File: src/atd_pkg.sv
// Shared types and codes for the actor task dispatcher.
`timescale 1ns / 1ps
package atd_pkg;

  localparam int ID_W   = 6;
  localparam int WID_W  = 3;
  localparam int CNT_W  = 4;
  localparam int CFG_W  = 6;
  localparam logic [3:0] MAX_DISPATCH = 4'd8;

  typedef enum logic [2:0] {
    OP_ADD    = 3'd0,
    OP_READY  = 3'd1,
    OP_PUSH   = 3'd2,
    OP_RETURN = 3'd3,
    OP_ERASE  = 3'd4,
    OP_SUSP   = 3'd5,
    OP_RESUME = 3'd6
  } op_t;

  typedef enum logic [2:0] {
    AS_ABSENT  = 3'd0,
    AS_INIT    = 3'd1,
    AS_FREE    = 3'd2,
    AS_LISTED  = 3'd3,
    AS_RUNNING = 3'd4
  } act_state_t;

  typedef enum logic [2:0] {
    STS_OK   = 3'd0,
    STS_DUP  = 3'd1,
    STS_UNAV = 3'd2,
    STS_MISS = 3'd3,
    STS_DONE = 3'd4
  } status_t;

  localparam logic KIND_STATUS   = 1'b0;
  localparam logic KIND_DISPATCH = 1'b1;

  localparam logic CFG_WORKER_COUNT = 1'b0;
  localparam logic CFG_ROUTE_ACTOR  = 1'b1;

  typedef enum logic [3:0] {
    FSM_CLEAR,
    FSM_IDLE,
    FSM_RD1,
    FSM_RD2,
    FSM_REMOVE,
    FSM_STATUS,
    FSM_D_RD,
    FSM_D_ACT,
    FSM_D_WR
  } fsm_t;

endpackage

File: src/atd_ram.sv
// Generic simple dual-port RAM with one write port and a registered read port.
`timescale 1ns / 1ps
module atd_ram #(
  parameter int WIDTH = 4,
  parameter int DEPTH = 64
) (
  input  logic                     clk,
  input  logic                     we,
  input  logic [$clog2(DEPTH)-1:0] waddr,
  input  logic [WIDTH-1:0]         wdata,
  input  logic                     re,
  input  logic [$clog2(DEPTH)-1:0] raddr,
  output logic [WIDTH-1:0]         rdata
);

  logic [WIDTH-1:0] mem [DEPTH];

  // Write and registered read; the read data holds when no read is issued.
  always_ff @(posedge clk) begin
    if (we) begin
      mem[waddr] <= wdata;
    end
    if (re) begin
      rdata <= mem[raddr];
    end
  end

endmodule

File: src/actor_task_dispatcher.sv
// Top level of the actor task dispatcher: sequencer, worker pools and state memories.
//
//   Channel | Direction | Handshake           | Word
//   in_     | input     | in_valid / in_stall | operation with actor, worker and flags
//   out_    | output    | out_valid/out_stall | status or dispatch result
//   cfg_    | input     | cfg_wr_en           | register index and data
//
// An operation reads its actor word, and for a forwarded push the route actor, before its
// status word; when a listed actor is erased, a queue scan comes in between. Each dispatch
// that follows does a queue read, an actor read and an actor write-back. After reset a
// clearing pass zeroes the actor memory before the first word is accepted. A stalled
// output holds the sequencer in place; a new word is taken while the last result still
// waits in the output register.
`timescale 1ns / 1ps
module actor_task_dispatcher #(
  parameter int ACTOR_SLOTS = 64,
  parameter int WORKERS     = 8
) (
  input  logic                    clk,
  input  logic                    rst_n,
  input  logic                    in_valid,
  output logic                    in_stall,
  input  logic [2:0]              in_operation,
  input  logic [atd_pkg::ID_W-1:0]  in_actor_id,
  input  logic [atd_pkg::WID_W-1:0] in_worker_id,
  input  logic                    in_start_free,
  input  logic                    in_forward,
  input  logic                    in_more_pending,
  input  logic                    in_has_callback,
  output logic                    out_valid,
  input  logic                    out_stall,
  output logic                    out_kind,
  output logic [2:0]              out_status,
  output logic [atd_pkg::ID_W-1:0]  out_actor_out,
  output logic [atd_pkg::WID_W-1:0] out_worker_out,
  output logic [atd_pkg::CNT_W-1:0] out_suspended_count,
  output logic                    out_last,
  input  logic                    cfg_wr_en,
  input  logic                    cfg_index,
  input  logic [atd_pkg::CFG_W-1:0] cfg_wdata
);
  import atd_pkg::*;

  localparam int AW = $clog2(ACTOR_SLOTS);
  localparam int CW = $clog2(ACTOR_SLOTS + 1);
  localparam int PW = (WORKERS < 8) ? WORKERS : 8;

  // Effective worker count, clamped to one up to the pool size.
  function automatic logic [CNT_W-1:0] eff_of(input logic [CNT_W-1:0] v);
    logic [CNT_W-1:0] r;
    r = v;
    if (v == '0) r = CNT_W'(1);
    if (32'(v) > PW) r = CNT_W'(PW);
    return r;
  endfunction

  // Position in the circular ready queue.
  function automatic logic [AW-1:0] qpos(input logic [AW-1:0] b, input logic [AW-1:0] off);
    logic [AW:0] s;
    s = {1'b0, b} + {1'b0, off};
    if (32'(s) >= ACTOR_SLOTS) s = s - (AW+1)'(ACTOR_SLOTS);
    return s[AW-1:0];
  endfunction

  function automatic logic in_range(input logic [ID_W-1:0] id);
    return 32'(id) < ACTOR_SLOTS;
  endfunction

  fsm_t fsm_r, fsm_nxt;

  // Registers.
  logic [CNT_W-1:0] wc_r, wc_nxt;
  logic [ID_W-1:0]  route_r, route_nxt;
  logic             susp_r, susp_nxt;
  logic [WID_W-1:0] idle_r [PW];
  logic [WID_W-1:0] idle_nxt [PW];
  logic [WID_W-1:0] spool_r [PW];
  logic [WID_W-1:0] spool_nxt [PW];
  logic [CNT_W-1:0] ic_r, ic_nxt;
  logic [CNT_W-1:0] sc_r, sc_nxt;
  logic [AW-1:0]    head_r, head_nxt;
  logic [CW-1:0]    cnt_r, cnt_nxt;
  logic [AW-1:0]    clr_r, clr_nxt;
  logic [CW-1:0]    k_r, k_nxt;
  logic             pv_r, pv_nxt;
  logic [AW-1:0]    ppos_r, ppos_nxt;
  logic             found_r, found_nxt;
  logic [3:0]       n_r, n_nxt;
  logic [ID_W-1:0]  act_r, act_nxt;
  logic [2:0]       op_r, op_nxt;
  logic [ID_W-1:0]  a_r, a_nxt;
  logic [WID_W-1:0] w_r, w_nxt;
  logic             sf_r, sf_nxt;
  logic             fwd_r, fwd_nxt;
  logic             more_r, more_nxt;
  logic             cb_r, cb_nxt;
  logic [2:0]       st_r, st_nxt;
  logic [ID_W-1:0]  aout_r, aout_nxt;
  logic             ov_r, ov_nxt;
  logic             ok_r, ok_nxt;
  logic [2:0]       os_r, os_nxt;
  logic [ID_W-1:0]  oa_r, oa_nxt;
  logic [WID_W-1:0] ow_r, ow_nxt;
  logic [CNT_W-1:0] osc_r, osc_nxt;
  logic             ol_r, ol_nxt;

  // Memory ports.
  logic          act_we, act_re;
  logic [AW-1:0] act_waddr, act_raddr;
  logic [3:0]    act_wdata, act_rdata;
  logic          q_we, q_re;
  logic [AW-1:0] q_waddr, q_raddr;
  logic [ID_W-1:0] q_wdata, q_rdata;

  // Actor state with erase-pending flag in the top bit.
  atd_ram #(.WIDTH(4), .DEPTH(ACTOR_SLOTS)) u_act_mem (
    .clk(clk), .we(act_we), .waddr(act_waddr), .wdata(act_wdata),
    .re(act_re), .raddr(act_raddr), .rdata(act_rdata)
  );

  // Ready queue of actor ids.
  atd_ram #(.WIDTH(ID_W), .DEPTH(ACTOR_SLOTS)) u_ready_q (
    .clk(clk), .we(q_we), .waddr(q_waddr), .wdata(q_wdata),
    .re(q_re), .raddr(q_raddr), .rdata(q_rdata)
  );

  // Shared decode of the current actor word.
  logic [ID_W-1:0] cur_id;
  logic            cur_inr;
  logic [3:0]      rd_word;
  logic [2:0]      cur_s;
  logic            go_rd2, go_remove, rm_done, disp_ok, disp_last, out_free;

  assign cur_id    = (fsm_r == FSM_RD2) ? route_r : a_r;
  assign cur_inr   = in_range(cur_id);
  assign rd_word   = cur_inr ? act_rdata : 4'd0;
  assign cur_s     = rd_word[2:0];
  assign go_rd2    = (op_r == OP_PUSH) && (cur_s == AS_ABSENT) && fwd_r;
  assign go_remove = (op_r == OP_ERASE) && (cur_s == AS_LISTED);
  assign rm_done   = (k_r == cnt_r) && !pv_r;
  assign disp_ok   = !susp_r && (cnt_r != '0) && (ic_r != '0);
  assign disp_last = (n_r == MAX_DISPATCH - 4'd1) || (cnt_r == CW'(1)) || (ic_r == CNT_W'(1));
  assign out_free  = !ov_r || !out_stall;

  // Returning worker checks against the configured count and both pools.
  logic w_bad;
  always_comb begin
    w_bad = ({1'b0, w_r} >= eff_of(wc_r));
    for (int i = 0; i < PW; i++) begin
      if ((CNT_W'(i) < ic_r) && (idle_r[i] == w_r)) w_bad = 1'b1;
      if ((CNT_W'(i) < sc_r) && (spool_r[i] == w_r)) w_bad = 1'b1;
    end
  end

  // Next state.
  always_comb begin
    fsm_nxt = fsm_r;
    case (fsm_r)
      FSM_CLEAR:  if (32'(clr_r) == ACTOR_SLOTS - 1) fsm_nxt = FSM_IDLE;
      FSM_IDLE:   if (in_valid) fsm_nxt = FSM_RD1;
      FSM_RD1: begin
        if (go_rd2) fsm_nxt = FSM_RD2;
        else if (go_remove) fsm_nxt = FSM_REMOVE;
        else fsm_nxt = FSM_STATUS;
      end
      FSM_RD2:    fsm_nxt = FSM_STATUS;
      FSM_REMOVE: if (rm_done) fsm_nxt = FSM_STATUS;
      FSM_STATUS: if (out_free) fsm_nxt = disp_ok ? FSM_D_RD : FSM_IDLE;
      FSM_D_RD:   fsm_nxt = FSM_D_ACT;
      FSM_D_ACT:  fsm_nxt = FSM_D_WR;
      FSM_D_WR:   if (out_free) fsm_nxt = disp_last ? FSM_IDLE : FSM_D_RD;
      default:    fsm_nxt = FSM_IDLE;
    endcase
  end

  // Datapath, memory ports and output register.
  always_comb begin
    wc_nxt = wc_r; route_nxt = route_r; susp_nxt = susp_r;
    idle_nxt = idle_r; spool_nxt = spool_r; ic_nxt = ic_r; sc_nxt = sc_r;
    head_nxt = head_r; cnt_nxt = cnt_r; clr_nxt = clr_r;
    k_nxt = k_r; pv_nxt = 1'b0; ppos_nxt = ppos_r; found_nxt = found_r;
    n_nxt = n_r; act_nxt = act_r;
    op_nxt = op_r; a_nxt = a_r; w_nxt = w_r; sf_nxt = sf_r; fwd_nxt = fwd_r;
    more_nxt = more_r; cb_nxt = cb_r; st_nxt = st_r; aout_nxt = aout_r;
    ov_nxt = ov_r && out_stall;
    ok_nxt = ok_r; os_nxt = os_r; oa_nxt = oa_r; ow_nxt = ow_r;
    osc_nxt = osc_r; ol_nxt = ol_r;
    act_we = 1'b0; act_waddr = AW'(cur_id); act_wdata = 4'd0;
    act_re = 1'b0; act_raddr = AW'(in_actor_id);
    q_we = 1'b0; q_waddr = qpos(head_r, AW'(cnt_r)); q_wdata = cur_id;
    q_re = 1'b0; q_raddr = head_r;

    case (fsm_r)
      FSM_CLEAR: begin
        act_we    = 1'b1;
        act_waddr = clr_r;
        clr_nxt   = clr_r + AW'(1);
      end
      FSM_IDLE: begin
        if (in_valid) begin
          act_re = 1'b1;
          op_nxt = in_operation; a_nxt = in_actor_id; w_nxt = in_worker_id;
          sf_nxt = in_start_free; fwd_nxt = in_forward;
          more_nxt = in_more_pending; cb_nxt = in_has_callback;
        end
      end
      FSM_RD1, FSM_RD2: begin
        st_nxt   = STS_OK;
        aout_nxt = a_r;
        k_nxt    = '0;
        found_nxt = 1'b0;
        case (op_r)
          OP_ADD: begin
            if (!cur_inr) st_nxt = STS_MISS;
            else if (cur_s != AS_ABSENT) st_nxt = STS_DUP;
            else begin
              act_we    = 1'b1;
              act_wdata = {rd_word[3], sf_r ? AS_FREE : AS_INIT};
            end
          end
          OP_READY: begin
            if (cur_s == AS_ABSENT) st_nxt = STS_MISS;
            else if (cur_s == AS_INIT) begin
              act_we    = 1'b1;
              act_wdata = {rd_word[3], AS_FREE};
            end else st_nxt = STS_DUP;
          end
          OP_PUSH: begin
            if (fsm_r == FSM_RD1 && go_rd2) begin
              act_re    = 1'b1;
              act_raddr = AW'(route_r);
            end else if (cur_s == AS_ABSENT) st_nxt = STS_MISS;
            else begin
              aout_nxt = cur_id;
              if (cur_s == AS_INIT) st_nxt = STS_UNAV;
              else if (cur_s == AS_FREE) begin
                act_we    = 1'b1;
                act_wdata = {rd_word[3], AS_LISTED};
                q_we      = 1'b1;
                cnt_nxt   = cnt_r + CW'(1);
              end
            end
          end
          OP_RETURN: begin
            if (w_bad) st_nxt = STS_UNAV;
            else begin
              // The worker rejoins the pool that matches the suspend flag.
              for (int i = 0; i < PW; i++) begin
                if (susp_r && CNT_W'(i) == sc_r) spool_nxt[i] = w_r;
                if (!susp_r && CNT_W'(i) == ic_r) idle_nxt[i] = w_r;
              end
              if (susp_r) sc_nxt = sc_r + CNT_W'(1);
              else ic_nxt = ic_r + CNT_W'(1);
              if (cur_s == AS_ABSENT) begin
                if (rd_word[3]) begin
                  act_we    = 1'b1;
                  act_wdata = {1'b0, AS_ABSENT};
                  st_nxt    = STS_DONE;
                end else st_nxt = STS_MISS;
              end else if (cur_s == AS_RUNNING) begin
                act_we = 1'b1;
                if (more_r) begin
                  act_wdata = {rd_word[3], AS_LISTED};
                  q_we      = 1'b1;
                  cnt_nxt   = cnt_r + CW'(1);
                end else act_wdata = {rd_word[3], AS_FREE};
              end else st_nxt = STS_UNAV;
            end
          end
          OP_ERASE: begin
            if (cur_s == AS_ABSENT) st_nxt = STS_MISS;
            else if (cur_s == AS_RUNNING) begin
              act_we    = 1'b1;
              act_wdata = {rd_word[3] | cb_r, AS_ABSENT};
            end else begin
              act_we    = 1'b1;
              act_wdata = {rd_word[3], AS_ABSENT};
              st_nxt    = cb_r ? STS_DONE : STS_OK;
            end
          end
          OP_SUSP: begin
            susp_nxt = 1'b1;
            aout_nxt = '0;
            for (int i = 0; i < PW; i++) begin
              for (int j = 0; j < PW; j++) begin
                if ((CNT_W'(j) < ic_r) && (sc_r + CNT_W'(j) == CNT_W'(i)))
                  spool_nxt[i] = idle_r[j];
              end
            end
            sc_nxt = sc_r + ic_r;
            ic_nxt = '0;
          end
          OP_RESUME: begin
            susp_nxt = 1'b0;
            aout_nxt = '0;
            for (int i = 0; i < PW; i++) begin
              for (int j = 0; j < PW; j++) begin
                if ((CNT_W'(j) < sc_r) && (ic_r + CNT_W'(j) == CNT_W'(i)))
                  idle_nxt[i] = spool_r[j];
              end
            end
            ic_nxt = ic_r + sc_r;
            sc_nxt = '0;
          end
          default: st_nxt = STS_UNAV;
        endcase
      end
      FSM_REMOVE: begin
        // Scan the queue from its head and close the gap behind the erased actor.
        if (k_r != cnt_r) begin
          q_re     = 1'b1;
          q_raddr  = qpos(head_r, AW'(k_r));
          pv_nxt   = 1'b1;
          ppos_nxt = AW'(k_r);
          k_nxt    = k_r + CW'(1);
        end
        if (pv_r) begin
          if (found_r) begin
            q_we    = 1'b1;
            q_waddr = qpos(head_r, ppos_r - AW'(1));
            q_wdata = q_rdata;
          end else if (q_rdata == a_r) found_nxt = 1'b1;
        end
        if (rm_done) cnt_nxt = cnt_r - CW'(1);
      end
      FSM_STATUS: begin
        if (out_free) begin
          ov_nxt = 1'b1; ok_nxt = KIND_STATUS; os_nxt = st_r; oa_nxt = aout_r;
          ow_nxt = '0; osc_nxt = sc_r; ol_nxt = !disp_ok;
          n_nxt = '0;
        end
      end
      FSM_D_RD: begin
        q_re    = 1'b1;
        q_raddr = head_r;
      end
      FSM_D_ACT: begin
        act_nxt   = q_rdata;
        act_re    = 1'b1;
        act_raddr = AW'(q_rdata);
      end
      FSM_D_WR: begin
        if (out_free) begin
          act_we    = 1'b1;
          act_waddr = AW'(act_r);
          act_wdata = {act_rdata[3], AS_RUNNING};
          head_nxt  = qpos(head_r, AW'(1));
          cnt_nxt   = cnt_r - CW'(1);
          for (int i = 0; i < PW - 1; i++) idle_nxt[i] = idle_r[i+1];
          ic_nxt = ic_r - CNT_W'(1);
          ov_nxt = 1'b1; ok_nxt = KIND_DISPATCH; os_nxt = STS_OK; oa_nxt = act_r;
          ow_nxt = idle_r[0]; osc_nxt = sc_r; ol_nxt = disp_last;
          n_nxt  = n_r + 4'd1;
        end
      end
      default: ;
    endcase

    // The user must make configuration writes only while idle; the block itself does not enforce it.
    if (cfg_wr_en) begin
      case (cfg_index)
        CFG_WORKER_COUNT: begin
          wc_nxt = cfg_wdata[CNT_W-1:0];
          for (int i = 0; i < PW; i++) idle_nxt[i] = WID_W'(i);
          ic_nxt = eff_of(cfg_wdata[CNT_W-1:0]);
          sc_nxt = '0;
        end
        CFG_ROUTE_ACTOR: route_nxt = cfg_wdata;
        default: ;
      endcase
    end
  end

  // Control registers.
  always_ff @(posedge clk) begin
    if (!rst_n) begin
      fsm_r   <= FSM_CLEAR;
      clr_r   <= '0;
      wc_r    <= CNT_W'(8);
      route_r <= '0;
      susp_r  <= 1'b0;
      for (int i = 0; i < PW; i++) begin
        idle_r[i]  <= WID_W'(i);
        spool_r[i] <= '0;
      end
      ic_r    <= eff_of(CNT_W'(8));
      sc_r    <= '0;
      head_r  <= '0;
      cnt_r   <= '0;
      k_r     <= '0;
      pv_r    <= 1'b0;
      found_r <= 1'b0;
      n_r     <= '0;
      ov_r    <= 1'b0;
    end else begin
      fsm_r   <= fsm_nxt;
      clr_r   <= clr_nxt;
      wc_r    <= wc_nxt;
      route_r <= route_nxt;
      susp_r  <= susp_nxt;
      idle_r  <= idle_nxt;
      spool_r <= spool_nxt;
      ic_r    <= ic_nxt;
      sc_r    <= sc_nxt;
      head_r  <= head_nxt;
      cnt_r   <= cnt_nxt;
      k_r     <= k_nxt;
      pv_r    <= pv_nxt;
      found_r <= found_nxt;
      n_r     <= n_nxt;
      ov_r    <= ov_nxt;
    end
  end

  // Payload registers.
  always_ff @(posedge clk) begin
    ppos_r <= ppos_nxt; act_r <= act_nxt;
    op_r <= op_nxt; a_r <= a_nxt; w_r <= w_nxt; sf_r <= sf_nxt; fwd_r <= fwd_nxt;
    more_r <= more_nxt; cb_r <= cb_nxt; st_r <= st_nxt; aout_r <= aout_nxt;
    ok_r <= ok_nxt; os_r <= os_nxt; oa_r <= oa_nxt; ow_r <= ow_nxt;
    osc_r <= osc_nxt; ol_r <= ol_nxt;
  end

  assign in_stall            = (fsm_r != FSM_IDLE);
  assign out_valid           = ov_r;
  assign out_kind            = ok_r;
  assign out_status          = os_r;
  assign out_actor_out       = oa_r;
  assign out_worker_out      = ow_r;
  assign out_suspended_count = osc_r;
  assign out_last            = ol_r;

endmodule

File: config.mk
export PLATFORM = sky130hd
export DESIGN_NAME = actor_task_dispatcher
export DESIGN_NICKNAME = d
export VERILOG_FILES = /design/src/atd_pkg.sv /design/src/atd_ram.sv /design/src/actor_task_dispatcher.sv
export SDC_FILE = /design/constraint.sdc
export NUM_CORES = 2
export LEC_CHECK = 0
export BUFFER_PORTS_ARGS = -buffer_cell sky130_fd_sc_hd__clkbuf_2
export CAP_MARGIN = 20
export CORE_ASPECT_RATIO = 1.2
export CORE_MARGIN = 3
export CORE_UTILIZATION = 30
export DETAILED_ROUTE_END_ITERATION = 12
export PLACE_DENSITY = 0.47
export SYNTH_ARGS = -nofsm -noshare
export SYNTH_HDL_FRONTEND = slang
export SYNTH_SLANG_ARGS = --single-unit
export TNS_END_PERCENT = 5
File: constraint.sdc
create_clock -name clk -period 7.6 [get_ports clk]
set_input_delay 0.76 -clock clk [delete_from_list [all_inputs] [get_ports clk]]
set_output_delay 0.76 -clock clk [all_outputs]
set_load 0.05 [all_outputs]
==> summary.md <==
| Metric | Value |
|---|---|
| Synthesized flop and latch total | 809 |
| Layout cells sized above 1 | 0.0878 |
| Top cells by area, synth | edfxtp_1 (50%), nand2_1 (6.3%), dfxtp_1 (4.9%) |
| Worst hold start | in_operation[1] |
| Startpoint types | register |
| Worst-path clk slew | 0.06 ns |
| Fin Setup TNS | 0 ns |
| Synth warn | 0 |
| Vias/cell | 5.63 |
| Die Y | 417 um |
| Hold-fix buffers, CTS | 0 |
| VDD IR max | 201 uV |
| Root Buffer Master | clkbuf_16 |
| Max-slew violation count | 0 |
| Core area | 139,000 um2 |
| Die width | 348 um |
| Count of different cell masters after synthesis | 103 |
| Sink Count | 809 |
| Slew @ Worst Pin | 1.23 ns |
| Largest area contributor in the netlist | edfxtp_1 |
| Cts bufs inserted | 88 |
| Dpl cells | 5,773 |
| # H-tree levels | 3 |
| Power Dens Cells | 231 nW/um2 |
| Highest clock rate | 0.163 GHz |
| CP endpoint kind | register |
| Routed via count | 33,500 |
| Setup Buffers After CTS | 0 |
| Leakage | 0.0165 uW |
| Cts repair resizes | 0 |
| CTS max path bufs | 3 |
| Initial Utilization | 0.303 |
| Max Cap Viol | 0 |
| Worst skew pair latency | 0.71 ns |
| CP required | 7.93 ns |
| Worst setup path category | reg -> reg |
| Post-synthesis net count | 4,187 |
| Hpwl dp | 103 mm |
| Final GP Congestion | 0.942 |
| Top cells by count, synth | edfxtp_1 (705), nand2_1 (705), nor2_1 (315) |
| Initial antenna violation count | 8 |
| First-pass DRT Iterations | 6 |
| Vias in the first global route | 32,600 |
| Layout area overhead | 11.9% |
| Ys async rst share | 0 |
| Largest net degree at the start of global routing | 143 |
| Non-Filler Instances | 5,939 |
| Global Route Usage Sum | 0.208 |
| Worst slew margin | 0.172 |
| Crit-path max FO | 21 |
| Total gr overflow | 0 |
| Synth Instances | 4,104 |
| EDFF count, synth | 705 |
| Hold Violations, Final | 0 |
| Routed WL per cell | 26.1 um |
| Die Area | 145,000 um2 |
| Main synth FF type | edfxtp_1 |
| I/O Buffers | 47 |
| Min cycle time layout | 6.15 ns |
| Initial DRC count | 3,256 |
| HP Class | in -> reg |
| Avg Synthesized Cell Area | 10.3 um2 |
| Mapped Area | 42,200 um2 |
| Status | finished, final reports clean |
| Residual DRC count | 0 |
| Final wirelength | 155 mm |
| Nets@finish | 4,124 |
| Power, Total | 10,900 uW |
| TritonCTS clock tree | built |
| Crit path arrival time | 6.48 ns |
| First-pass GRT wire length | 226 mm |
| Seq/Total Area, Yosys | 0.551 |
| Post-route clock skew | 0.0523 ns |
| Area share of the largest cell type after synthesis | 0.502 |
| Worst r2r src | ic_r[1]$_SDFF_PN0_ |
| RSZ-0062 raised after global routing | false |
| Endpoints failing setup | 0 |
| Antenna violation net count after detailed routing | 0 |
| Placement row count | 150 |
| Crit. Startpoint | ic_r[1]$_SDFF_PN0_ |
| Io pins | 48 |
| Final Cycle Share | 0.809 |
stage by stage:
stage | util | hold slack [ns] | worst slack, ns | area [um2]
floorplan | - | 0.415 | 1.95 | 42200
global placement | 0.318 | 0.442 | 1.67 | 44400
detailed placement | 0.318 | 0.451 | 1.44 | 44400
CTS | 0.338 | 0.185 | 1.39 | 47200
global route | 0.338 | 0.224 | 1.16 | 47200
finish | 0.339 | 0.234 | 1.45 | 47200
per-layer routing:
layer	up-vias	GRT usage	part of all wire
li1	15300	-	-
met1	16500	0.269	0.42
met2	1328	0.343	0.47
met3	331	0.0343	0.065
met4	4	0.0894	0.044
met5	-	0	0.00015
layout make-up:
| class | instances | area [um2] |
|---|---|---|
| clock inverter | 56 | 563 |
| fill | 14100 | 92200 |
| antenna | 4 | 10.0 |
| multi-input combinational | 2944 | 17600 |
| timing repair buffer | 151 | 1020 |
| tap | 1824 | 2280 |
| inverter | 47 | 179 |
| sequential | 809 | 23300 |
| clock buffer | 104 | 2260 |
state kept, by name, indices dropped and copies added, names as in the netlist, 7 cells and up:
signal and cells:
u_ready_q.mem 384, k_r 7, cnt_r 7, spool_r 24
u_act_mem.mem 256, idle_r 24
logic make-up (layout without fill, tap and decap cells):
logic type	count (synthesis)	count (layout)	synth area share
AND/OR/NAND/NOR	1668	1668	0.183
buffers and inverters	351	358	0.0356
AO/OA/AOI/OAI	956	956	0.153
adder cells (fa/ha/maj)	55	55	0.0170
XOR/XNOR	116	116	0.0241
flip-flops	809	809	0.551
multiplexers	149	149	0.0364
other	0	4	0
worst max-delay path, cell delays in order, from the launching register on:
cell,delay (ns)
dfxtp_1,0.46
inv_1,0.30
ha_1,0.79
inv_1,0.31
nor2_2,0.45
nor4_1,0.13
nor4_2,0.43
nand3_1,0.50
o21ai_0,0.80
a22o_1,0.26
nand2_1,0.62
nor2_1,0.70
power breakdown:
group | switching (uW) | leakage, uW | total (uW) | internal, uW
clock | 1850 | 0.00138 | 4260 | 2410
combinational | 1180 | 0.00735 | 1530 | 351
sequential | 106 | 0.00773 | 5100 | 4990
placed cells by master (no fill, tap or decap), drive strengths merged, types with 84 or more instances in the layout:
master,n
buf,102
nand2,707
nand4,87
nor3,112
a21oi,251
and3,113
mux2i,137
clkbuf,153
dfxtp,104
edfxtp,705
a31oi,84
o21ai,169
nand3,158
nor2,318
a211oi,110
final timing paths:
| kind | endpoint | slack, ns | cells after the start |
|---|---|---|---|
| max | u_ready_q.mem[49][3]$_DFFE_PP_ | 1.45 | 11 |
| min | op_r[1]$_DFFE_PP_ | 0.23 | 1 |
| max reg2reg | u_ready_q.mem[49][3]$_DFFE_PP_ | 1.45 | 11 |
| min reg2reg | n_r[3]$_SDFFE_PN0P_ | 0.46 | 1 |
Power figures use the tool's default switching activity.
